==> src/rtl/masp_pkg.sv <==
// ----------------------------------------------------------------------------
// Masked axis spread package
// Shared widths, register and axis codes, and the record passed from the
// accumulating front end to the arithmetic back end.
// ----------------------------------------------------------------------------
package masp_pkg;

  localparam int MAX_EDGE_DEF   = 256;
  localparam int VALUE_BITS_DEF = 24;
  localparam int QUEUE_DEPTH    = 2;

  localparam int SIZE_W   = 9;
  localparam int AXIS_W   = 2;
  localparam int MASS_W   = 48;
  localparam int FIRST_W  = 56;
  localparam int SECOND_W = 64;
  localparam int SPREAD_W = 48;
  localparam int OUT_FRAC = 24;
  localparam int WIDE_W   = 128;

  localparam logic [SIZE_W-1:0] SIZE_RESET = SIZE_W'(64);

  localparam logic [SPREAD_W-1:0] SPREAD_BAD = ~((SPREAD_W'(1) << OUT_FRAC) - SPREAD_W'(1));

  typedef enum logic [1:0] {
    CFG_SIZE_I = 2'd0,
    CFG_SIZE_J = 2'd1,
    CFG_SIZE_K = 2'd2,
    CFG_AXIS   = 2'd3
  } cfg_reg_t;

  typedef enum logic [AXIS_W-1:0] {
    AXIS_I   = 2'd0,
    AXIS_J   = 2'd1,
    AXIS_K   = 2'd2,
    AXIS_BAD = 2'd3
  } axis_t;

  typedef struct packed {
    logic                bad;
    logic [MASS_W-1:0]   mass;
    logic [FIRST_W-1:0]  first;
    logic [SECOND_W-1:0] second;
  } grid_sums_t;

endpackage

==> src/rtl/masp_queue.sv <==
// ----------------------------------------------------------------------------
// Masked axis spread queue
// Short first-in first-out buffer of per-grid sums between the front end
// and the back end.
// ----------------------------------------------------------------------------
module masp_queue #(
  parameter int DEPTH = masp_pkg::QUEUE_DEPTH
) (
  input  logic                 clk,
  input  logic                 rst,
  input  logic                 push,
  input  masp_pkg::grid_sums_t push_data,
  input  logic                 pop,
  output masp_pkg::grid_sums_t head,
  output logic                 full,
  output logic                 empty
);
  import masp_pkg::*;

  localparam int PTR_W = (DEPTH > 1) ? $clog2(DEPTH) : 1;
  localparam int CNT_W = $clog2(DEPTH + 1);

  grid_sums_t       entries [DEPTH];
  logic [PTR_W-1:0] wr_ptr, rd_ptr;
  logic [CNT_W-1:0] count;
  logic             do_push, do_pop;

  assign full    = (count == CNT_W'(DEPTH));
  assign empty   = (count == '0);
  assign do_push = push && !full;
  assign do_pop  = pop && !empty;
  assign head    = entries[rd_ptr];

  always_ff @(posedge clk) begin
    if (do_push) begin
      entries[wr_ptr] <= push_data;
    end
  end

  always_ff @(posedge clk) begin
    if (rst) begin
      wr_ptr <= '0;
      rd_ptr <= '0;
      count  <= '0;
    end else begin
      if (do_push) begin
        wr_ptr <= (wr_ptr == PTR_W'(DEPTH - 1)) ? '0 : wr_ptr + PTR_W'(1);
      end
      if (do_pop) begin
        rd_ptr <= (rd_ptr == PTR_W'(DEPTH - 1)) ? '0 : rd_ptr + PTR_W'(1);
      end
      if (do_push && !do_pop) begin
        count <= count + CNT_W'(1);
      end else if (do_pop && !do_push) begin
        count <= count - CNT_W'(1);
      end
    end
  end

endmodule

==> config.mk <==
export PLATFORM = sky130hd
export DESIGN_NAME = masp_queue
export DESIGN_NICKNAME = d
export VERILOG_FILES = /design/src/rtl/masp_pkg.sv /design/src/rtl/masp_queue.sv
export SDC_FILE = /design/constraint.sdc
export NUM_CORES = 1
export LEC_CHECK = 0
export BUFFER_PORTS_ARGS = -buffer_cell sky130_fd_sc_hd__buf_4
export CORE_MARGIN = 4
export CORE_UTILIZATION = 47
export DETAILED_ROUTE_END_ITERATION = 16
export GPL_ROUTABILITY_DRIVEN = 0
export HOLD_SLACK_MARGIN = 0.08
export PLACE_DENSITY = 0.83
export SYNTH_ARGS = -nofsm -noshare
export SYNTH_HDL_FRONTEND = slang
export SYNTH_SLANG_ARGS = --single-unit
==> constraint.sdc <==
create_clock -name clk -period 5 [get_ports clk]
set_clock_uncertainty 0.15 [all_clocks]
set_input_delay 0.25 -clock clk [delete_from_list [all_inputs] [get_ports clk]]
set_output_delay 0.25 -clock clk [all_outputs]
set_load 0.02 [all_outputs]
### Yosys cells after proc, flatten, opt, wreduce, memory -nomap -nowiden

Memory sizes are Yosys's and may differ from the RTL's. A register that Yosys moved wholly into a read port is not among the register bits.
Index checks and enable logic that the tools add are counted.

| cells by class | value |
|---|---|
| mux-type cells | 8 |
| reductions and logical operators | 10 |
| eq/ne operators | 1 |
| $add $sub $neg | 4 |

Operator list:

| cell | number |
|---|---|
| 1-bit 2-to-1 mux | 6 |
| 1-bit logical AND | 4 |
| 1-bit logical NOT | 4 |
| 2-bit 2-to-1 mux | 2 |
| 1-bit adder, second input constant | 2 |
| 2-bit by 1-bit adder with 2-bit output, second input constant | 1 |
| 2-bit equality test, second input constant | 1 |
| 2-bit logical NOT | 1 |
| 2-bit nonzero test | 1 |
| 2-bit by 1-bit subtractor with 2-bit output, second input constant | 1 |

| word-level totals | value |
|---|---|
| memory bits (writable) | 338 |
| memories | 1 |
| logic and storage cells | 27 |
| output and inout bits | 171 |
| bits in registers | 4 |

Memories:

| memory | words | bits a word | rd ports | clocked after Yosys merged registers in | write ports | line | RTL |
|---|---|---|---|---|---|---|---|
| entries | 2 | 169 | 1 | 1 | 1 | masp_queue.sv:23 | `grid_sums_t entries [DEPTH];` |

### Logic depth before layout (Yosys ltp)

| logic depth | value |
|---|---|
| depth after elaboration | 7 |
| gate-level depth with buffers | 6 |

### Least setup slack after synthesis

No wires, ideal clock.

| timing path | value |
|---|---|
| kind | register to register |
| start | register count[0] |
| end | memory entries[1][0] (netlist name), enable pin |
| stages on the path, launching flop included | 4 |
| clock period less this slack | 5.273 ns |
| path buffers | 0 |
| library setup time | 0.550 ns |
| path slack | -0.273 ns |
| arrival | 4.572 ns |
| cell sequence | dfxtp_1 > nor2b_1 > nor2_1 > and2_1 |

| on the way | value |
|---|---|
| cells in the longest elaborated chain, start to end | 5 |

RTL lines:

| what | line | RTL |
|---|---|---|
| from (decl) | masp_queue.sv:25 | `logic [CNT_W-1:0] count;` |
| from (signal assigned) | masp_queue.sv:53 | `count <= count + CNT_W'(1);` |
| from (signal assigned) | masp_queue.sv:55 | `count <= count - CNT_W'(1);` |
| 2-bit equality test | masp_queue.sv:28 | `assign full = (count == CNT_W'(DEPTH));` |
| named net full | masp_queue.sv:15 | `output logic full,` |
| 1-bit logical NOT | masp_queue.sv:30 | `assign do_push = push && !full;` |
| 1-bit logical AND | masp_queue.sv:30 |  |
| named net do_push | masp_queue.sv:26 | `logic do_push, do_pop;` |
| 1-bit 2-to-1 mux | masp_queue.sv:35 | `if (do_push) begin` |
| 1-bit 2-to-1 mux (implied by the code) | masp_queue.sv:36 | `entries[wr_ptr] <= push_data;` |
| to (decl) | masp_queue.sv:23 |  |

The timed path passes the listed nets, and every way through them passes these cells.

### Worst setup path after layout

| timing path | value |
|---|---|
| start | register count[0] |
| end | memory entries[0][114] (netlist name), enable pin |

| on the way | value |
|---|---|
| cells in the longest elaborated chain, start to end | 5 |

RTL lines:

| what | line |
|---|---|
| 2-bit equality test | masp_queue.sv:28 |
| 1-bit logical NOT | masp_queue.sv:30 |
| 1-bit logical AND | masp_queue.sv:30 |
| 1-bit 2-to-1 mux | masp_queue.sv:35 |
| 1-bit 2-to-1 mux (implied by the code) | masp_queue.sv:36 |

Every way passes these cells.

==> flow_summary.yaml <==
run_status:
  status: "finished, final reports clean"
detailed_routing:
  wirelength_mm: 29.1
  avgRoutedWirePerCell_um: 20.0
  drtIter0Drc: 401
  ant_nets: 0
  drt-vias-per-instance: 4.94
  dr.pass1.iters: 4
  num_vias: 7195
  drcViolationCount: 0
yosys:
  yosys_most_used_dff: "edfxtp_1"
  avgSynthCellArea_sq_um: 23.3
  synthTopCellsByArea: "edfxtp_1, mux2_4, mux2_2"
  synth_commonest_cells: "edfxtp_1, mux2_4, mux2_2"
  synth_top_area_share: 0.791
  yosysMostFrequentCell: "edfxtp_1"
  async_flop_share: 0
  yosysWarnings: 0
  syn_nets: 725
  ys_ff_latch: 343
  yosysTopAreaCell: "edfxtp_1"
  synth_edf_count: 338
  synthCells: 551
  ys_seq_area_frac: 0.799
  syn-cell-area_sq_um: 12800
  synth_cell_types: 15
floorplan:
  dieWidth_um: 173
  die_area_sq_um: 30000
  start_util: 0.477
  ios: 344
  rows: 60
  core_area_sq_um: 26900
  dieHeight_um: 173
timing:
  slew_violations: 0
  slew-limit-headroom: 0.465
  fmax_ghz: 0.389
  rsz0062_at_grt: "no"
  setup_viol: 0
  fin_setup_tns_ns: 0
  timing.final.crit_share: 0.514
  worst_pin_slew_ns: 0.802
  finalCriticalPeriod_ns: 2.57
  finalHoldViolCount: 0
placement:
  numPlacedInstances: 1222
  dp_hpwl_mm: 17.1
  port_buffers: 343
  dpl-instance-area_sq_um: 15800
critical_path:
  cp_data_required_time_ns: 5.02
  rr_worst_depth: 4
  crit_type: "flop to flop"
  worst_setup_path_start_kind: "flop"
  end_kind: "flop"
  critPathMaxFanout: 82
  arrival_ns: 2.59
layout:
  fin_cells: 1457
  design_area_sq_um: 18500
  syn2layout_area_growth_pct: 44.6
  layout.nets: 1265
  drive_above_1_share: 0.513
global_route:
  grt_pass1_vias: 8020
  grt_max_degree: 86
  grt_first_pass_wirelength_mm: 44.4
  track_usage: 0.187
  grt_overflow: 0
  grt_antenna_before_repair: 1
job:
  cap_violations: 0
min_path:
  min_path_cells: 2
  hp-class: "input port to flop"
clock_network:
  clk_latency_ns: 0.50
  cts.sinks: 343
  clock-root-buffer: "clkbuf_16"
  post_cts_buffers: 0
  cts_tree: "yes"
  cts_made_buffers: 36
  ctsHtreeMaxLevel: 2
  cts_max_path_buffers: 3
  ctsResizeCount: 0
  clk_pin_slew_ns: 0.06
power:
  p_leak_nw: 7.17
  peakVddDrop_v: 0.000411
  p_per_area_nw_per_um2: 488
## layout make-up
| cell class | count | area (sq um) |
|---|---|---|
| antenna | 1 | 2.50 |
| clock buffer | 44 | 972 |
| clock inverter | 18 | 96.3 |
| fill | 1609 | 8330 |
| inverter | 2 | 12.5 |
| multi-input combinational | 187 | 2390 |
| sequential | 343 | 10300 |
| tap | 341 | 427 |
| timing repair buffer | 521 | 4390 |
## layout by cell type, fill, tap and decap left out, types with 3 or more instances in the layout
cell type,instances
clkinv_1,6
dfxtp_1,4
buf_12,4
mux2_4,101
dlygate4sd3_1,172
edfxtp_1,338
clkinv_2,8
buf_4,345
nor2_1,5
o21ai_0,3
clkbuf_16,37
mux2_2,68
clkbuf_1,5
xor2_1,3
## sequential cells by signal, indices dropped and copies added (netlist names), named ones only
signal and count:
rd_ptr 1, wr_ptr 1, entries 338, count 2
## what timing repair did
item / CTS / global route
hold endpoints to repair: 343 / 0
hold buffers: 172 / 0
setup endpoints to repair: 0 / 0
## power breakdown
group	total [W]	switching, W	leakage [nW]	internal (W)
registers	0.00372	0.000100	3.20	0.00361
logic	0.00293	0.00153	3.44	0.00140
clock network	0.00240	0.00102	0.530	0.00138
total	0.00905	0.00265	7.17	0.00640
## worst paths after layout
path	start	endpoint	slack, ns
max reg2reg	count[0]$_SDFFE_PP0P_	entries[0][114]$_DFFE_PP_	2.43
max	count[0]$_SDFFE_PP0P_	entries[0][114]$_DFFE_PP_	2.43
min	push_data[89]	entries[0][89]$_DFFE_PP_	0.32
min reg2reg	count[1]$_SDFFE_PP0P_	count[1]$_SDFFE_PP0P_	0.41
## worst max-delay path: stages, from the launching register on
cell,delay (ns)
dfxtp_1,0.45
nor2b_1,0.12
or3_1,0.41
inv_6,0.60
buf_4,0.45
## layer usage
layer / global-route usage / vias up / wire [um] / share of wire
li1: - / 3275 / - / -
met3: 0.0567 / 54 / 2220 / 0.076
met1: 0.216 / 3547 / 10900 / 0.37
met2: 0.336 / 319 / 15100 / 0.52
met5: 0 / - / 0 / 0
met4: 0.0599 / 0 / 847 / 0.029
## logic make-up after synthesis
kind of cell,after synthesis,synth area share
AO/OA/AOI/OAI,5,0.00195
XOR/XNOR,3,0.00205
adder cells (fa/ha/maj),1,0.000975
buffers and inverters,21,0.0148
flip-flops,343,0.799
multiplexers,169,0.178
AND/OR/NAND/NOR,9,0.00341
## per-stage QoR
step / util / setup slack, ns / power (W) / hold slack [ns]
final: 0.690 / 2.43 / 0.00905 / 0.321
after global routing: 0.690 / 2.32 / 0.00941 / 0.313
after CTS: 0.690 / 2.47 / 0.00909 / 0.304
after detailed placement: 0.586 / 2.50 / 0.00657 / 0.288
after global placement: 0.586 / 2.54 / 0.00653 / 0.285
after floorplan: - / 0.168 / 0.00559 / 0.169
Note: power is estimated with default switching activity, not from simulation.
