**config.mk**
```make
export PLATFORM = sky130hd
export DESIGN_NAME = masp_front
export DESIGN_NICKNAME = d
export VERILOG_FILES = /design/src/rtl/masp_pkg.sv /design/src/rtl/masp_front.sv
export SDC_FILE = /design/constraint.sdc
export NUM_CORES = 2
export LEC_CHECK = 0
export BUFFER_PORTS_ARGS = -buffer_cell sky130_fd_sc_hd__buf_4
export CAP_MARGIN = 20
export CORE_MARGIN = 2
export CORE_UTILIZATION = 50
export CTS_CLUSTER_SIZE = 16
export DETAILED_ROUTE_END_ITERATION = 12
export PLACE_DENSITY = 0.7
export SLEW_MARGIN = 20
export SYNTH_ARGS = -nofsm -noshare
export SYNTH_HDL_FRONTEND = slang
export SYNTH_SLANG_ARGS = --single-unit
```
**constraint.sdc**
```tcl
create_clock -name clk -period 10.1 [get_ports clk]
set_clock_uncertainty 0.2 [all_clocks]
set_input_delay 0.505 -clock clk [delete_from_list [all_inputs] [get_ports clk]]
set_output_delay 0.505 -clock clk [all_outputs]
set_load 0.1 [all_outputs]
```
**src/rtl/masp_pkg.sv**
```systemverilog
// ----------------------------------------------------------------------------
// Masked axis spread package
// Shared widths, register and axis codes, and the record passed from the
// accumulating front end to the arithmetic back end.
// ----------------------------------------------------------------------------
package masp_pkg;

  localparam int MAX_EDGE_DEF   = 256;
  localparam int VALUE_BITS_DEF = 24;
  localparam int QUEUE_DEPTH    = 2;

  localparam int SIZE_W   = 9;
  localparam int AXIS_W   = 2;
  localparam int MASS_W   = 48;
  localparam int FIRST_W  = 56;
  localparam int SECOND_W = 64;
  localparam int SPREAD_W = 48;
  localparam int OUT_FRAC = 24;
  localparam int WIDE_W   = 128;

  localparam logic [SIZE_W-1:0] SIZE_RESET = SIZE_W'(64);

  localparam logic [SPREAD_W-1:0] SPREAD_BAD = ~((SPREAD_W'(1) << OUT_FRAC) - SPREAD_W'(1));

  typedef enum logic [1:0] {
    CFG_SIZE_I = 2'd0,
    CFG_SIZE_J = 2'd1,
    CFG_SIZE_K = 2'd2,
    CFG_AXIS   = 2'd3
  } cfg_reg_t;

  typedef enum logic [AXIS_W-1:0] {
    AXIS_I   = 2'd0,
    AXIS_J   = 2'd1,
    AXIS_K   = 2'd2,
    AXIS_BAD = 2'd3
  } axis_t;

  typedef struct packed {
    logic                bad;
    logic [MASS_W-1:0]   mass;
    logic [FIRST_W-1:0]  first;
    logic [SECOND_W-1:0] second;
  } grid_sums_t;

endpackage

```
**src/rtl/masp_front.sv**
```systemverilog
// ----------------------------------------------------------------------------
// Masked axis spread front end
// Holds the configuration, walks the raster counters and accumulates the
// three sums; pushes the finished sums of a grid into the queue.
// ----------------------------------------------------------------------------
module masp_front #(
  parameter int MAX_EDGE   = masp_pkg::MAX_EDGE_DEF,
  parameter int VALUE_BITS = masp_pkg::VALUE_BITS_DEF
) (
  input  logic                       clk,
  input  logic                       rst,
  input  logic                       cfg_valid,
  input  logic [1:0]                 cfg_index,
  input  logic [masp_pkg::SIZE_W-1:0] cfg_data,
  input  logic                       in_valid,
  output logic                       in_ready,
  input  logic [VALUE_BITS-1:0]      node_value,
  input  logic                       is_solid,
  input  logic                       last_node,
  input  logic                       q_full,
  output logic                       push,
  output masp_pkg::grid_sums_t       push_data
);
  import masp_pkg::*;

  localparam int POS_W = (MAX_EDGE > 1) ? $clog2(MAX_EDGE) : 1;
  localparam int CNT_W = POS_W + 1;
  localparam int SQ_W  = 2 * POS_W;
  localparam int P1_W  = VALUE_BITS + POS_W + 1;
  localparam int P2_W  = VALUE_BITS + SQ_W + 1;

  logic [SIZE_W-1:0] size_i, size_j, size_k;
  logic [AXIS_W-1:0] axis_sel;
  logic [POS_W-1:0]  pos_i, pos_j, pos_k;
  logic [SQ_W-1:0]   sq_i, sq_j, sq_k;
  logic [MASS_W-1:0]   mass_sum, mass_sum_next;
  logic [FIRST_W-1:0]  first_moment, first_moment_next;
  logic [SECOND_W-1:0] second_moment, second_moment_next;

  logic [POS_W-1:0] pos_i_next, pos_j_next, pos_k_next, pos_sel;
  logic [SQ_W-1:0]  sq_i_next, sq_j_next, sq_k_next, sq_sel;
  logic [CNT_W-1:0] inc_i, inc_j, inc_k;
  logic             wrap_i, wrap_j, wrap_k;
  logic             accept;
  logic signed [VALUE_BITS-1:0] v;
  logic signed [P1_W-1:0] prod1;
  logic signed [P2_W-1:0] prod2;

  function automatic logic [CNT_W-1:0] eff_size(input logic [SIZE_W-1:0] s);
    if (s == '0) return CNT_W'(1);
    if (int'(s) > MAX_EDGE) return CNT_W'(MAX_EDGE);
    return CNT_W'(s);
  endfunction

  assign in_ready = !q_full;
  assign accept   = in_valid && in_ready;
  assign v        = $signed(node_value);

  always_comb begin
    case (axis_sel)
      AXIS_I: begin
        pos_sel = pos_i;
        sq_sel  = sq_i;
      end
      AXIS_J: begin
        pos_sel = pos_j;
        sq_sel  = sq_j;
      end
      AXIS_K: begin
        pos_sel = pos_k;
        sq_sel  = sq_k;
      end
      default: begin
        pos_sel = '0;
        sq_sel  = '0;
      end
    endcase

    prod1 = P1_W'(v) * P1_W'($signed({1'b0, pos_sel}));
    prod2 = P2_W'(v) * P2_W'($signed({1'b0, sq_sel}));

    mass_sum_next      = mass_sum;
    first_moment_next  = first_moment;
    second_moment_next = second_moment;
    if (!is_solid) begin
      mass_sum_next      = mass_sum + {{(MASS_W-VALUE_BITS){v[VALUE_BITS-1]}}, v};
      first_moment_next  = first_moment + {{(FIRST_W-P1_W){prod1[P1_W-1]}}, prod1};
      second_moment_next = second_moment + {{(SECOND_W-P2_W){prod2[P2_W-1]}}, prod2};
    end

    inc_k  = {1'b0, pos_k} + CNT_W'(1);
    wrap_k = inc_k >= eff_size(size_k);
    inc_j  = {1'b0, pos_j} + CNT_W'(1);
    wrap_j = inc_j >= eff_size(size_j);
    inc_i  = {1'b0, pos_i} + CNT_W'(1);
    wrap_i = inc_i >= eff_size(size_i);

    pos_k_next = wrap_k ? '0 : inc_k[POS_W-1:0];
    sq_k_next  = wrap_k ? '0 : sq_k + SQ_W'({pos_k, 1'b0}) + SQ_W'(1);
    pos_j_next = pos_j;
    sq_j_next  = sq_j;
    pos_i_next = pos_i;
    sq_i_next  = sq_i;
    if (wrap_k) begin
      pos_j_next = wrap_j ? '0 : inc_j[POS_W-1:0];
      sq_j_next  = wrap_j ? '0 : sq_j + SQ_W'({pos_j, 1'b0}) + SQ_W'(1);
      if (wrap_j) begin
        pos_i_next = wrap_i ? '0 : inc_i[POS_W-1:0];
        sq_i_next  = wrap_i ? '0 : sq_i + SQ_W'({pos_i, 1'b0}) + SQ_W'(1);
      end
    end
  end

  assign push             = accept && last_node;
  assign push_data.bad    = (axis_sel == AXIS_BAD);
  assign push_data.mass   = mass_sum_next;
  assign push_data.first  = first_moment_next;
  assign push_data.second = second_moment_next;

  always_ff @(posedge clk) begin
    if (rst) begin
      size_i        <= SIZE_RESET;
      size_j        <= SIZE_RESET;
      size_k        <= SIZE_RESET;
      axis_sel      <= AXIS_I;
      pos_i         <= '0;
      pos_j         <= '0;
      pos_k         <= '0;
      sq_i          <= '0;
      sq_j          <= '0;
      sq_k          <= '0;
      mass_sum      <= '0;
      first_moment  <= '0;
      second_moment <= '0;
    end else begin
      if (cfg_valid) begin
        case (cfg_index)
          CFG_SIZE_I: size_i <= cfg_data;
          CFG_SIZE_J: size_j <= cfg_data;
          CFG_SIZE_K: size_k <= cfg_data;
          CFG_AXIS:   axis_sel <= cfg_data[AXIS_W-1:0];
          default:    axis_sel <= axis_sel;
        endcase
      end
      if (accept) begin
        if (last_node) begin
          pos_i         <= '0;
          pos_j         <= '0;
          pos_k         <= '0;
          sq_i          <= '0;
          sq_j          <= '0;
          sq_k          <= '0;
          mass_sum      <= '0;
          first_moment  <= '0;
          second_moment <= '0;
        end else begin
          pos_i         <= pos_i_next;
          pos_j         <= pos_j_next;
          pos_k         <= pos_k_next;
          sq_i          <= sq_i_next;
          sq_j          <= sq_j_next;
          sq_k          <= sq_k_next;
          mass_sum      <= mass_sum_next;
          first_moment  <= first_moment_next;
          second_moment <= second_moment_next;
        end
      end
    end
  end

endmodule

```
=== Word level (Yosys, flattened, before mapping) ===
Cells that the tools add are included.

* Reductions and logical operators: 16
* Equal/unequal tests: 6
* Multiplexer cells: 47
* Add/subtract/negate cells: 12
* Multiply operators: 2
* $lt $le $gt $ge: 6

{| class="wikitable"
|+ Operator list
! kind !! number
|-
| $mux 16 || 9
|-
| $mux 64 || 2
|-
| $mux 56 || 2
|-
| $mux 9 || 12
|-
| $mux 48 || 2
|-
| $mux 8 || 9
|-
| $add 64x64->64 || 1
|-
| $add 56x56->56 || 1
|-
| $add 16x1->16 const B || 3
|-
| $add 16x9->16 || 3
|-
| $add 48x48->48 || 1
|-
| $pmux 16 s3 || 1
|-
| $mul 24x17->41 || 1
|-
| $mul 24x9->33 || 1
|-
| $add 8x1->9 const B || 3
|-
| $ge 9x9->1 || 3
|-
| $gt 9x9->1 const B || 3
|-
| $logic_not 9->1 || 3
|-
| $pmux 8 s3 || 1
|-
| $reduce_and 2->1 || 5
|-
| $mux 1 || 9
|-
| $eq 2x2->1 const B || 4
|-
| $eq 2x1->1 const B || 2
|-
| $logic_not 2->1 || 2
|-
| 4 further kinds || 6
|}

* Register bits after elaboration: 269

=== Logic depth before layout (Yosys ltp) ===
* Depth in word-level cells: 10
* Depth in mapped cells: 43

=== Least setup slack after synthesis ===
No wires, ideal clock.

* Kind: register to output
* From: register axis_sel[1]
* To: output port push_data[60] in the netlist's numbering
* Arrival time: 11.947 ns
* Path slack: -2.552 ns
* Stages on the path, launching flop included: 36
* Path buffers: 3
* Path through: dfxtp_1 -> clkbuf_1 -> clkbuf_1 -> mux2i_1 -> o21ai_1 -> clkbuf_1 -> nand2_1 -> fa_1 -> fa_1 -> inv_1 -> fa_1 -> fa_1 -> fa_1 -> inv_1 -> fa_1 -> inv_1 -> ha_1 -> a21o_1 -> a21o_1 -> a21oi_1 -> o21ai_0 -> a31oi_1 -> o31ai_1 -> xnor2_1 -> ha_1 -> a21oi_1 -> o21ai_0 -> nand3_1 -> o311a_1 -> a21oi_1 -> a311oi_1 -> a21oi_1 -> o31ai_1 -> o21bai_1 -> xnor2_1 -> o21ai_0

{| class="wikitable"
|+ RTL lines
! item !! line !! text
|-
| from (decl) || masp_front.sv:33 || <nowiki>logic [AXIS_W-1:0] axis_sel;</nowiki>
|-
| from (signal assigned) || masp_front.sv:141 || <nowiki>CFG_AXIS: axis_sel <= cfg_data[AXIS_W-1:0];</nowiki>
|-
| from (signal assigned) || masp_front.sv:142 || <nowiki>default: axis_sel <= axis_sel;</nowiki>
|-
| to (decl) || masp_front.sv:22 || <nowiki>output masp_pkg::grid_sums_t push_data</nowiki>
|}

==> metrics.txt <==
DRC viols 0; worst hold slack 0.1554 ns; share of layout cells above drive strength 1 18.90%; TNS Setup -6.668 ns; final cell count without fillers 7080; Placed Area 49040 sq um; Die H 297.8 um; TritonCTS clock tree done; status finished with violations; GRT Overall Usage 30.24%; Clock Tree Root clkbuf_16; Max Freq 0.09430 GHz; final hold viol count 0; first-pass GRT wire length 216700 um; DIE AREA 88670 sq um; Via Count 39702; # IOs 213; WS Path Type reg2out; Worst EP required 9.40 ns; Post-Syn Area 43150 sq um; most common cell after layout, fill and taps aside nand2_1; Final Setup Violations 19; CTS Sinks 269; Top FF cell, synth dfxtp_1; WL final 135000 um; vias in the first global route 39723; most frequent cells in the layout 751 x nand2_1, 717 x inv_1, 631 x buf_4; CP arrival 9.90 ns; clock buffer depth 3; most frequent CP cell fa_1; Final Cell Area 52820 sq um; # fillers 7421; Post-Syn Nets 6373; Die X 297.8 um; Avg WL per Cell 19.07 um; clock latency on the worst-skew pair 0.59 ns; number of distinct library cells after synthesis 83; Synth Area per Inst 7.977 sq um; number of diodes 0; Final Total Pwr 3.252 mW; Slew Viols, Final 0; GRT overflow 0; Synth Instances 5409; Worst VDD drop 104.9 uV; HP Class in2reg; initial antenna violation count 1; FF+latch count, synth 269; starting density of the core 50.60%; Detailed Route Iter0 Violations 2699; row cnt 107; Max-cap violations 0; Max stage delay on crit path 0.54 ns; core area 85280 sq um; Startpoint Class register; H-tree depth 2; DRT antenna net count 0; Num CTS Buffers 36; P&R area growth vs syn 22.41%; RSZ-0062 raised after global routing yes; DP Wirelength 106500 um; Post-synth EDFFs 0; first-pass iteration count of the detailed router 6; failing checks setup timing; crit path max fanout 11; crit path max-delay cell type fa_1; actual slew at the worst max-slew pin 1.060 ns; leakage 26.41 nW; CTS clk-pin slew, worst paths 0.06 ns; register area share after synthesis 12.48%; via density per instance 5.608; slew margin rel. 29.35%; asr flop ratio synth 0%; crit end category output pin; pin count of the biggest net entering global routing 130; PortBufs 212; synth warn 0; nets@finish 6874; minimum clock period 10.60 ns; crit share post-route 105.0%; GPL Wtd Cong 0.9548; Cell Pwr Density 61.58 nW/um^2; placed insts 6946; Setup WS post-layout -0.5049 ns
power breakdown:
group          total (mW)  internal, mW  switching [mW]
sequential           1.09          1.07          0.0126
clock                1.38         0.813           0.572
combinational       0.782         0.227           0.556
critical path, delay by kind of cell (launching register included):
| family | cells | cell delay, ns |
|---|---|---|
| compound gates | 16 | 2.71 |
| xor+xnor | 2 | 0.37 |
| fa+ha+maj | 8 | 3.51 |
| buf+inv | 12 | 1.39 |
| flops | 1 | 0.39 |
| mux | 1 | 0.22 |
| simple gates | 5 | 0.71 |
sequential cells by signal (all words and copies together), names as in the netlist, 16 cells and up:
name	flops
first_moment	56
second_moment	64
sq_k	16
sq_j	16
sq_i	16
mass_sum	48
cell families (layout without fill, tap and decap cells):
family | after synthesis | count (layout) | share of synthesized area [%]
adders and majority gates | 922 | 922 | 36.01
buffers and inverters | 1014 | 1541 | 8.821
xor gates and xnor gates | 290 | 290 | 5.886
AOI/OAI and AO/OA | 1181 | 1181 | 17.50
DFF | 269 | 269 | 12.48
and+or+nand+nor | 1678 | 1678 | 17.99
muxes | 55 | 55 | 1.319
synthesized netlist by cell type (24+ instances only):
cell / n / area [sq um]
nand3_1: 70 / 350.3
nor3_1: 29 / 145.1
clkbuf_1: 270 / 1013
xor2_1: 119 / 1042
a21oi_1: 295 / 1476
xnor2_1: 171 / 1498
and2_1: 293 / 1833
o21bai_1: 50 / 375.4
a22oi_1: 118 / 885.9
a21o_1: 165 / 1239
inv_1: 732 / 2748
mux2i_1: 40 / 400.4
a31oi_1: 36 / 225.2
nor2b_1: 26 / 162.7
fa_1: 533 / 10670
nand4_1: 61 / 381.6
and3_1: 54 / 337.8
dfxtp_1: 269 / 5385
nor2_1: 294 / 1104
nand2_1: 767 / 2879
o21ai_0: 297 / 1486
ha_1: 389 / 4867
a211oi_1: 24 / 180.2
layer usage:
layer / track usage, % / vias up / wire length [um]
met2: 51.08 / 1242 / 64490
met4: 8.686 / 2 / 4188
met3: 3.982 / 231 / 8665
met1: 40.52 / 19440 / 57640
li1: - / 18787 / -
met5: 0 / - / 11
through the flow:
| stage | worst slack (ns) | utilization [%] |
|---|---|---|
| after floorplan | -0.04049 | - |
| after global placement | -0.4431 | 57.50 |
| after detailed placement | -0.6127 | 57.50 |
| after CTS | -0.5312 | 60.75 |
| after global routing | -0.7988 | 61.93 |
| final | -0.5049 | 61.93 |
layout make-up:
| class | instances | area, sq um | share of cell area (%) |
|---|---|---|---|
| multi-input combinational | 4126 | 35580 | 67.36 |
| sequential | 269 | 5390 | 10.21 |
| inverter | 737 | 2766 | 5.238 |
| tap | 1144 | 1431 | 2.710 |
| clock inverter | 20 | 270.3 | 0.5117 |
| timing repair buffer | 740 | 6392 | 12.10 |
| clock buffer | 44 | 991.0 | 1.876 |
path summary, 6_finish.rpt:
kind,from,end,slack (ns),cells past startpoint
setup reg to reg,axis_sel[1]$_SDFFE_PP0P_,second_moment[59]$_SDFFE_PP0P_,0.59,41
hold / removal,last_node,second_moment[63]$_SDFFE_PP0P_,0.16,2
hold reg to reg,size_j[0]$_SDFFE_PP0P_,size_j[0]$_SDFFE_PP0P_,0.25,2
setup / recovery,axis_sel[1]$_SDFFE_PP0P_,push_data[62],-0.50,44
what timing repair did:
action,4_1_cts,5_1_grt
pin swaps,82,89
hold buffers,9,0
cloned,1,0
endpoints found under the setup margin,49,63
gates resized for setup,264,195
setup buffers,31,33
hold endpoints to repair,18,0
No activity file was read; power rests on OpenSTA's default activity.
