[config.mk]
export PLATFORM = sky130hd
export DESIGN_NAME = masp_back
export DESIGN_NICKNAME = d
export VERILOG_FILES = /design/src/rtl/masp_pkg.sv /design/src/rtl/masp_back.sv
export SDC_FILE = /design/constraint.sdc
export NUM_CORES = 2
export LEC_CHECK = 0
export ABC_AREA = 1
export BUFFER_PORTS_ARGS = -buffer_cell sky130_fd_sc_hd__clkbuf_2
export CELL_PAD_IN_SITES_DETAIL_PLACEMENT = 1
export CELL_PAD_IN_SITES_GLOBAL_PLACEMENT = 1
export CORE_ASPECT_RATIO = 0.8
export CORE_MARGIN = 5
export CORE_UTILIZATION = 48
export CTS_BUF_LIST = sky130_fd_sc_hd__clkbuf_16
export CTS_CLUSTER_SIZE = 8
export DETAILED_ROUTE_END_ITERATION = 16
export GPL_TIMING_DRIVEN = 0
export PLACE_DENSITY_LB_ADDON = 0.1
export SLEW_MARGIN = 20
export SYNTH_ARGS = -nofsm -noshare
export SYNTH_HDL_FRONTEND = slang
export SYNTH_SLANG_ARGS = --single-unit
export TNS_END_PERCENT = 10
[constraint.sdc]
create_clock -name clk -period 18.6 [get_ports clk]
set_input_delay 1.86 -clock clk [delete_from_list [all_inputs] [get_ports clk]]
set_output_delay 1.86 -clock clk [all_outputs]
set_load 0.01 [all_outputs]
[src/rtl/masp_pkg.sv]
// ----------------------------------------------------------------------------
// Masked axis spread package
// Shared widths, register and axis codes, and the record passed from the
// accumulating front end to the arithmetic back end.
// ----------------------------------------------------------------------------
package masp_pkg;

  localparam int MAX_EDGE_DEF   = 256;
  localparam int VALUE_BITS_DEF = 24;
  localparam int QUEUE_DEPTH    = 2;

  localparam int SIZE_W   = 9;
  localparam int AXIS_W   = 2;
  localparam int MASS_W   = 48;
  localparam int FIRST_W  = 56;
  localparam int SECOND_W = 64;
  localparam int SPREAD_W = 48;
  localparam int OUT_FRAC = 24;
  localparam int WIDE_W   = 128;

  localparam logic [SIZE_W-1:0] SIZE_RESET = SIZE_W'(64);

  localparam logic [SPREAD_W-1:0] SPREAD_BAD = ~((SPREAD_W'(1) << OUT_FRAC) - SPREAD_W'(1));

  typedef enum logic [1:0] {
    CFG_SIZE_I = 2'd0,
    CFG_SIZE_J = 2'd1,
    CFG_SIZE_K = 2'd2,
    CFG_AXIS   = 2'd3
  } cfg_reg_t;

  typedef enum logic [AXIS_W-1:0] {
    AXIS_I   = 2'd0,
    AXIS_J   = 2'd1,
    AXIS_K   = 2'd2,
    AXIS_BAD = 2'd3
  } axis_t;

  typedef struct packed {
    logic                bad;
    logic [MASS_W-1:0]   mass;
    logic [FIRST_W-1:0]  first;
    logic [SECOND_W-1:0] second;
  } grid_sums_t;

endpackage

[src/rtl/masp_back.sv]
// ----------------------------------------------------------------------------
// Masked axis spread back end
// Turns the sums of one grid into the variance with a shared shift-add
// multiplier and a restoring divider, and holds the result beat.
// ----------------------------------------------------------------------------
module masp_back #(
  parameter int VALUE_BITS = masp_pkg::VALUE_BITS_DEF
) (
  input  logic                         clk,
  input  logic                         rst,
  input  logic                         q_empty,
  input  masp_pkg::grid_sums_t         q_data,
  output logic                         pop,
  output logic                         out_valid,
  input  logic                         out_ready,
  output logic [masp_pkg::SPREAD_W-1:0] spread,
  output logic                         bad_axis,
  output logic                         no_mass
);
  import masp_pkg::*;

  localparam int FRAC_BITS = VALUE_BITS - 4;
  localparam int SH_UP     = (FRAC_BITS <= OUT_FRAC) ? OUT_FRAC - FRAC_BITS : 0;
  localparam int SH_DN     = (FRAC_BITS > OUT_FRAC) ? FRAC_BITS - OUT_FRAC : 0;
  localparam int MUL_STEPS = SECOND_W;
  localparam int MUL_CNT_W = $clog2(MUL_STEPS);
  localparam int DIV_STEPS = WIDE_W + OUT_FRAC;
  localparam int DIV_CNT_W = $clog2(DIV_STEPS);
  localparam int Q_W       = SPREAD_W + 2;

  localparam logic [63:0]    SAT_POS = (64'd1 << (SPREAD_W - 1)) - 64'd1;
  localparam logic [63:0]    SAT_NEG = 64'd1 << (SPREAD_W - 1);
  localparam logic [63:0]    BIG_Q   = 64'd1 << (SPREAD_W + 1);
  localparam logic [Q_W-1:0] Q_LIMIT = Q_W'(1) << SPREAD_W;

  typedef enum logic [2:0] {
    ST_IDLE,
    ST_MUL_P,
    ST_MUL_Q,
    ST_MUL_D,
    ST_COMB,
    ST_FIX,
    ST_DIV,
    ST_EMIT
  } state_t;

  state_t state;

  logic [MASS_W-1:0]    m_reg;
  logic [FIRST_W-1:0]   s1_mag;
  logic                 s2_neg;
  logic [WIDE_W-1:0]    mcand, acc, p_reg, q_reg, d_reg;
  logic [SECOND_W-1:0]  mplier;
  logic [MUL_CNT_W-1:0] mul_cnt;
  logic [WIDE_W-1:0]    num, rem;
  logic [Q_W-1:0]       quo;
  logic                 big, res_neg, fix;
  logic [DIV_CNT_W-1:0] div_cnt;
  logic [SPREAD_W-1:0]  res_spread;
  logic                 res_bad, res_nm;

  logic [WIDE_W-1:0]   acc_next, rem_sh;
  logic [WIDE_W:0]     rem_diff, pq_sum;
  logic                rem_ge;
  logic [Q_W-1:0]      quo_next;
  logic [SECOND_W-1:0] s2_in_mag;
  logic [FIRST_W-1:0]  s1_in_mag;
  logic                mul_done, mass_empty;

  function automatic logic [SPREAD_W-1:0] pack_signed(input logic neg, input logic [63:0] m);
    logic [63:0] c;
    logic [63:0] nc;
    if (neg) begin
      c  = (m > SAT_NEG) ? SAT_NEG : m;
      nc = 64'd0 - c;
      return nc[SPREAD_W-1:0];
    end
    c = (m > SAT_POS) ? SAT_POS : m;
    return c[SPREAD_W-1:0];
  endfunction

  function automatic logic [SPREAD_W-1:0] raw_second(input logic [SECOND_W-1:0] s2);
    logic        neg;
    logic [63:0] a;
    logic [63:0] lim;
    neg = s2[SECOND_W-1];
    a   = neg ? 64'd0 - s2 : s2;
    lim = neg ? SAT_NEG : SAT_POS;
    if (FRAC_BITS <= OUT_FRAC) begin
      a = (a > (lim >> SH_UP)) ? lim : (a << SH_UP);
    end else begin
      a = a >> SH_DN;
    end
    return pack_signed(neg, a);
  endfunction

  always_comb begin
    pop        = (state == ST_IDLE) && !q_empty;
    s2_in_mag  = q_data.second[SECOND_W-1] ? SECOND_W'(0) - q_data.second : q_data.second;
    s1_in_mag  = q_data.first[FIRST_W-1] ? FIRST_W'(0) - q_data.first : q_data.first;
    mass_empty = q_data.mass[MASS_W-1] || (q_data.mass == '0);

    acc_next = mplier[0] ? acc + mcand : acc;
    mul_done = (mul_cnt == MUL_CNT_W'(MUL_STEPS - 1));

    pq_sum = s2_neg ? {1'b0, p_reg} + {1'b0, q_reg} : {1'b0, p_reg} - {1'b0, q_reg};

    rem_sh   = {rem[WIDE_W-2:0], num[WIDE_W-1]};
    rem_diff = {1'b0, rem_sh} - {1'b0, d_reg};
    rem_ge   = !rem_diff[WIDE_W];
    quo_next = {quo[Q_W-2:0], rem_ge};
  end

  always_ff @(posedge clk) begin
    if (rst) begin
      state     <= ST_IDLE;
      out_valid <= 1'b0;
    end else begin
      if (out_valid && out_ready && (state != ST_EMIT)) begin
        out_valid <= 1'b0;
      end
      case (state)
        ST_IDLE: begin
          if (!q_empty) begin
            m_reg   <= q_data.mass;
            s1_mag  <= s1_in_mag;
            s2_neg  <= q_data.second[SECOND_W-1];
            mcand   <= WIDE_W'(s2_in_mag);
            mplier  <= SECOND_W'(q_data.mass);
            acc     <= '0;
            mul_cnt <= '0;
            if (q_data.bad) begin
              res_spread <= SPREAD_BAD;
              res_bad    <= 1'b1;
              res_nm     <= 1'b0;
              state      <= ST_EMIT;
            end else if (mass_empty) begin
              res_spread <= raw_second(q_data.second);
              res_bad    <= 1'b0;
              res_nm     <= 1'b1;
              state      <= ST_EMIT;
            end else begin
              res_bad <= 1'b0;
              res_nm  <= 1'b0;
              state   <= ST_MUL_P;
            end
          end
        end
        ST_MUL_P, ST_MUL_Q, ST_MUL_D: begin
          if (mul_done) begin
            acc     <= '0;
            mul_cnt <= '0;
            if (state == ST_MUL_P) begin
              p_reg  <= acc_next;
              mcand  <= WIDE_W'(s1_mag);
              mplier <= SECOND_W'(s1_mag);
              state  <= ST_MUL_Q;
            end else if (state == ST_MUL_Q) begin
              q_reg  <= acc_next;
              mcand  <= WIDE_W'(m_reg);
              mplier <= SECOND_W'(m_reg);
              state  <= ST_MUL_D;
            end else begin
              d_reg <= acc_next;
              state <= ST_COMB;
            end
          end else begin
            acc     <= acc_next;
            mcand   <= mcand << 1;
            mplier  <= mplier >> 1;
            mul_cnt <= mul_cnt + MUL_CNT_W'(1);
          end
        end
        ST_COMB: begin
          num     <= pq_sum[WIDE_W-1:0];
          fix     <= !s2_neg && pq_sum[WIDE_W];
          res_neg <= s2_neg || pq_sum[WIDE_W];
          state   <= ST_FIX;
        end
        ST_FIX: begin
          if (fix) begin
            num <= WIDE_W'(0) - num;
          end
          rem     <= '0;
          quo     <= '0;
          big     <= 1'b0;
          div_cnt <= '0;
          state   <= ST_DIV;
        end
        ST_DIV: begin
          rem     <= rem_ge ? rem_diff[WIDE_W-1:0] : rem_sh;
          num     <= num << 1;
          quo     <= quo_next;
          big     <= big || (quo_next > Q_LIMIT);
          div_cnt <= div_cnt + DIV_CNT_W'(1);
          if (div_cnt == DIV_CNT_W'(DIV_STEPS - 1)) begin
            res_spread <= pack_signed(res_neg, (big || (quo_next > Q_LIMIT)) ?
                                               BIG_Q : 64'(quo_next));
            state      <= ST_EMIT;
          end
        end
        ST_EMIT: begin
          if (!out_valid || out_ready) begin
            spread    <= res_spread;
            bad_axis  <= res_bad;
            no_mass   <= res_nm;
            out_valid <= 1'b1;
            state     <= ST_IDLE;
          end
        end
        default: begin
          state <= ST_IDLE;
        end
      endcase
    end
  end

endmodule

==> Yosys cells after proc, flatten, opt, wreduce, memory -nomap -nowiden <==
Index checks and enable logic that the tools add are counted.
{ "classes": {"addsub": 11, "n_reduce_logical": 31, "eq_ne": 17, "n_lt_le_gt_ge": 6, "bitwise_logic": 4, "muxes": 72} }
{ "op_table": {"columns": ["cell", "count"], "rows": [
  ["128-bit two-way mux", 8],
  ["64-bit two-way mux", 11],
  ["48-bit two-way mux", 13],
  ["128-bit case mux with 2 select lines", 2],
  ["128-bit case mux with 3 select lines", 1],
  ["128-bit by 128-bit subtractor with 129-bit output", 2],
  ["127-bit case mux with 2 select lines", 1],
  ["128-bit by 128-bit adder with 129-bit output", 1],
  ["129-bit two-way mux", 1],
  ["128-bit adder", 1],
  ["64-bit case mux with 2 select lines", 1],
  ["1-bit by 128-bit subtractor with 128-bit output, first input constant", 1],
  ["127-bit two-way mux", 1],
  ["49-bit case mux with 2 select lines", 1],
  ["48-bit case mux with 2 select lines", 1],
  ["1-bit by 48-bit subtractor with 48-bit output, first input constant", 2],
  ["64-bit by 44-bit > comparator with 1-bit output", 1],
  ["64-bit by 47-bit > comparator with 1-bit output, second input constant", 1],
  ["64-bit by 48-bit > comparator with 1-bit output, second input constant", 1],
  ["1-bit by 64-bit subtractor with 64-bit output, first input constant", 1],
  ["1-bit by 56-bit subtractor with 56-bit output, first input constant", 1],
  ["55-bit two-way mux", 1],
  ["50-bit by 47-bit > comparator with 1-bit output, second input constant", 1],
  ["50-bit by 48-bit > comparator with 1-bit output, second input constant", 1],
  ["other kinds (32)", 85]
]} }
{ "totals": {"input_bits": 173, "register_bits": 1234, "word_cells": 167} }

==> Logic depth before layout (Yosys ltp) <==
{ "depth": {"word_depth": 18, "ltp_mapped": 44} }

==> Worst setup path before layout <==
No wires, ideal clock.
{ "synth_path": {"path_type": "input to register", "from": "input port rst", "to": "register d_reg[0] (enable)", "required_time_ns": 17.671, "setup_slack_ns": 3.424, "stages": 2, "path_buffers": 1, "arrival_time_ns": 14.247, "setup_ns": 0.929, "cell_sequence": "clkbuf_1 -> nor4_1"} }
{ "synth_via": {"elab_chain_cells": 2} }
{ "synth_lines": {"columns": ["item", "line_no", "text"], "rows": [
  ["start, declared", "masp_back.sv:10", "input logic rst,"],
  ["1-bit NOT (no line)", null, null],
  ["5-bit AND reduction (no line)", null, null],
  ["end signal, assigned", "masp_back.sv:164", "d_reg <= acc_next;"],
  ["end, declared", "masp_back.sv:52", "logic [WIDE_W-1:0] mcand, acc, p_reg, q_reg, d_reg;"]
]} }
No other way between the ends.
A chain may end at the register's enable or synchronous reset.

==> Final worst setup path <==
{ "layout_path": {"from": "input port q_data[63] in the netlist's numbering", "to": "register res_spread[19] (data pin)"} }
{ "layout_via": {"elab_chain_cells": 18, "elab_cells_between_ends": 27, "classes_between": "2 x add/sub; 3 x order compare; 22 x mux"} }
{ "layout_lines": {"columns": ["item", "line_no", "text"], "rows": [
  ["start, declared", "masp_back.sv:12", "input masp_pkg::grid_sums_t q_data,"],
  ["1-bit by 64-bit subtractor with 64-bit output", "masp_back.sv:87", "a = neg ? 64'd0 - s2 : s2;"],
  ["64-bit two-way mux", "masp_back.sv:87", null],
  ["64-bit by 44-bit > comparator with 1-bit output", "masp_back.sv:90", "a = (a > (lim >> SH_UP)) ? lim : (a << SH_UP);"],
  ["64-bit two-way mux", "masp_back.sv:90", null],
  ["64-bit two-way mux", "masp_back.sv:137", "end else if (mass_empty) begin"],
  ["64-bit two-way mux", "masp_back.sv:132", "if (q_data.bad) begin"],
  ["64-bit two-way mux", "masp_back.sv:124", "if (!q_empty) begin"],
  ["64-bit two-way mux", "masp_back.sv:122", "case (state)"],
  ["[... 2 more ...]", null, null],
  ["48-bit two-way mux", "masp_back.sv:74", "c = (m > SAT_NEG) ? SAT_NEG : m;"],
  ["1-bit by 48-bit subtractor with 48-bit output", "masp_back.sv:75", "nc = 64'd0 - c;"],
  ["48-bit two-way mux", "masp_back.sv:73", "if (neg) begin"],
  ["48-bit two-way mux *", "masp_back.sv:78", "c = (m > SAT_POS) ? SAT_POS : m;"],
  ["48-bit two-way mux *", "masp_back.sv:137", null],
  ["48-bit two-way mux *", "masp_back.sv:132", null],
  ["48-bit two-way mux *", "masp_back.sv:124", null],
  ["48-bit case mux with 2 select lines *", "masp_back.sv:122", null],
  ["end signal, assigned", "masp_back.sv:138", "res_spread <= raw_second(q_data.second);"],
  ["end signal, assigned", "masp_back.sv:197", "res_spread <= pack_signed(res_neg, (big || (quo_next > Q_LIMIT)) ?"],
  ["end, declared", "masp_back.sv:59", "logic [SPREAD_W-1:0] res_spread;"]
]} }
Every way passes the cells marked *; elsewhere a longest branch is shown, timed or not. The select of a mux whose other input is x is not followed.

==> impl_metrics.tcl <==
set metrics [dict create \
    die-width_um 500 \
    clk_latency_ps 890 \
    wirelength_mm 449 \
    synth.avg_cell_area_sq_um 7.49 \
    cts_resized 0 \
    yosys.area_share.simple 0.252 \
    start_util 0.483 \
    total_power_uw 14000 \
    slowest_stage "xnor2_1" \
    status "finished clean" \
    synth_flop_cell "edfxtp_1" \
    synthAdderAreaFrac 0.0564 \
    pre_cts_ws_ps 7990 \
    port_buffers 223 \
    yosysMostFrequentCell "nand2_1" \
    grt_overflow_total 0 \
    p_leak_uw 0.0430 \
    place_hpwl_mm 366 \
    worst_hold_path_type "flop to flop" \
    postCtsHoldBufs 0 \
    dieHeight_um 402 \
    stdcell_area_sq_um 103000 \
    antenna_found_initial 38 \
    rsz0062_at_grt "false" \
    core-area_sq_um 190000 \
    regToRegSetupSlack_ps 8360 \
    synth_edf_count 1222 \
    dp.cells 15200 \
    fmax_mhz 96.4 \
    fillers 24000 \
    drive_gt1_frac 0.0732 \
    min_from "res_spread[28]" \
    max_slew.worst_pin.slew_ps 1400 \
    grtUsageTotal 0.430 \
    register_area_sq_um 36800 \
    grt_pass1_vias 97400 \
    crit_arrival_ps 10940 \
    worstPathMaxFanout 19 \
    setup_violations 0 \
    setup_slack_ps 8230 \
    io_pins 225 \
    dr.pass1.iters 6 \
    synth_top_area_frac 0.399 \
    synth_nets 12900 \
    cts_max_path_buffers 3 \
    fin_crit_ps 10370 \
    synth_compound_area_frac 0.161 \
    synth_top_family_by_area "simple AND/OR/NAND/NOR gates" \
    detail-route-antenna-nets 0 \
    wl_met3_mm 59.5 \
    cts.clk_slew.worst_paths_ps 60 \
    grt_max_degree 71 \
    root_buffer "clkbuf_16" \
    required_ps 19170 \
    drt_iter0_drc 13500 \
    vias 98600 \
    ys_async_sr_fraction 0 \
    synth_mux_area_frac 0 \
    critPathMaxStageDelay_ps 1100 \
    fp-row-count 143 \
    clkSinkCount 1226 \
    numCtsBuffers 174 \
    hold_viol_final 0 \
    cts_tree "built" \
    gp_congestion 1.05 \
    startpoint "q_data[63]" \
    synthTopCellsByArea "edfxtp_1 (40%), nand2_1 (10%), inv_1 (7.6%)" \
    syn_area_sq_um 92000 \
    end_kind "flop" \
    wl_met2_mm 181 \
    viasPerCell 6.40 \
    synth.distinct_cells 81 \
    routed.top_layer "met5" \
    vdd_drop_max_uv 114 \
    synthTopCellsByCount "nand2_1 (2545), inv_1 (1854), nor2_1 (1579)" \
    relSlewSlack 0.0567 \
    syn_inst 12300 \
    synth_xor_area_frac 0.0395 \
    drc 0 \
    ys_ff_latch 1226 \
    areaGrowthSynthToFinish_pct 11.8 \
    maxCapViolations 0 \
    grt_pass1_wl_mm 648 \
    power_density_nw_per_um2 136 \
    cpMostUsedCell "nand2_1" \
    dieArea_sq_um 201000 \
    wl_per_cell_um 29.2 \
    yosysSeqAreaShare 0.400 \
    yosysTopAreaCell "edfxtp_1" \
    critPathLaunchType "primary input" \
    htreeDepth 4 \
    multi_input_area_sq_um 47100 \
    r2r-start "q_reg[2]" \
    place_area_sq_um 97900 \
    wl_met1_mm 186 \
    critPathKind "primary input to flop" \
    nNetsFinal 13400 \
    fin_cells 15400 \
    skew_ps 106 \
    period_share 0.558 \
    drv_slew 0 \
    synth_warnings 0 \
    post_cts.repair.setup_buffers 0 \
]
## worst max-delay path, delay by kind of cell
kind            cells  cell delay (ps)
buf+inv            11             3850
simple gates       19             3020
xor+xnor            1             1100
compound gates      3              510
fa+ha+maj           2              470
## through the flow
stage               TNS [ps]  utilization  hold slack [ps]
finish                     0        0.540              415
floorplan                  0            -              400
CTS                        0        0.540              422
global route               0        0.540              427
detailed placement         0        0.514              405
global placement    -1038410        0.506              401
## area by class of cell
| class | count | share of cell area |
|---|---|---|
| diodes | 17 | 0.000413 |
| plain buffers | 287 | 0.0141 |
| clock buffers | 174 | 0.0423 |
| clock inverters | 35 | 0.00528 |
| inverters | 1870 | 0.0683 |
| multi-input cells | 8904 | 0.457 |
| flip-flops and latches | 1226 | 0.357 |
| well taps | 2537 | 0.0308 |
| repair buffers | 352 | 0.0240 |
## final timing paths
kind | depth (start not counted) | to
hold reg to reg | 0 | spread[28]
hold / removal | 0 | spread[28]
setup / recovery | 36 | res_spread[19]
setup reg to reg | 37 | num[110]
## report_power, final
group          internal [uW]  switching [uW]  total [uW]
Combinational           1720            4930        6640
Clock                   1690            1350        3030
Sequential              4000             335        4340
Total                   7400            6610       14000
## cells in the final DEF, fill, tap and decap left out, types with 169 or more instances in the layout
cell and n:
nand2_1 2545, inv_1 1864, nor2_1 1576, edfxtp_1 1222, a21oi_1 1127, nand3_1 679, o21ai_0 656, ha_1 410
clkbuf_2 260, a31oi_1 248, xor2_1 236, clkbuf_16 174, xnor2_1 170, nor3_1 169
## routing by layer
metal | GRT usage | vias up
li1 | - | 42600
met1 | 0.602 | 48700
met2 | 0.608 | 6214
met3 | 0.138 | 1078
met4 | 0.183 | 26
met5 | 0 | -
## cells by family after synthesis
logic type               after synthesis
XOR/XNOR                             415
adder cells (fa/ha/maj)              413
flip-flops                          1226
AO/OA/AOI/OAI                       2576
buffers and inverters               2157
AND/OR/NAND/NOR                     5500
Note: power is estimated with default switching activity, not from simulation.
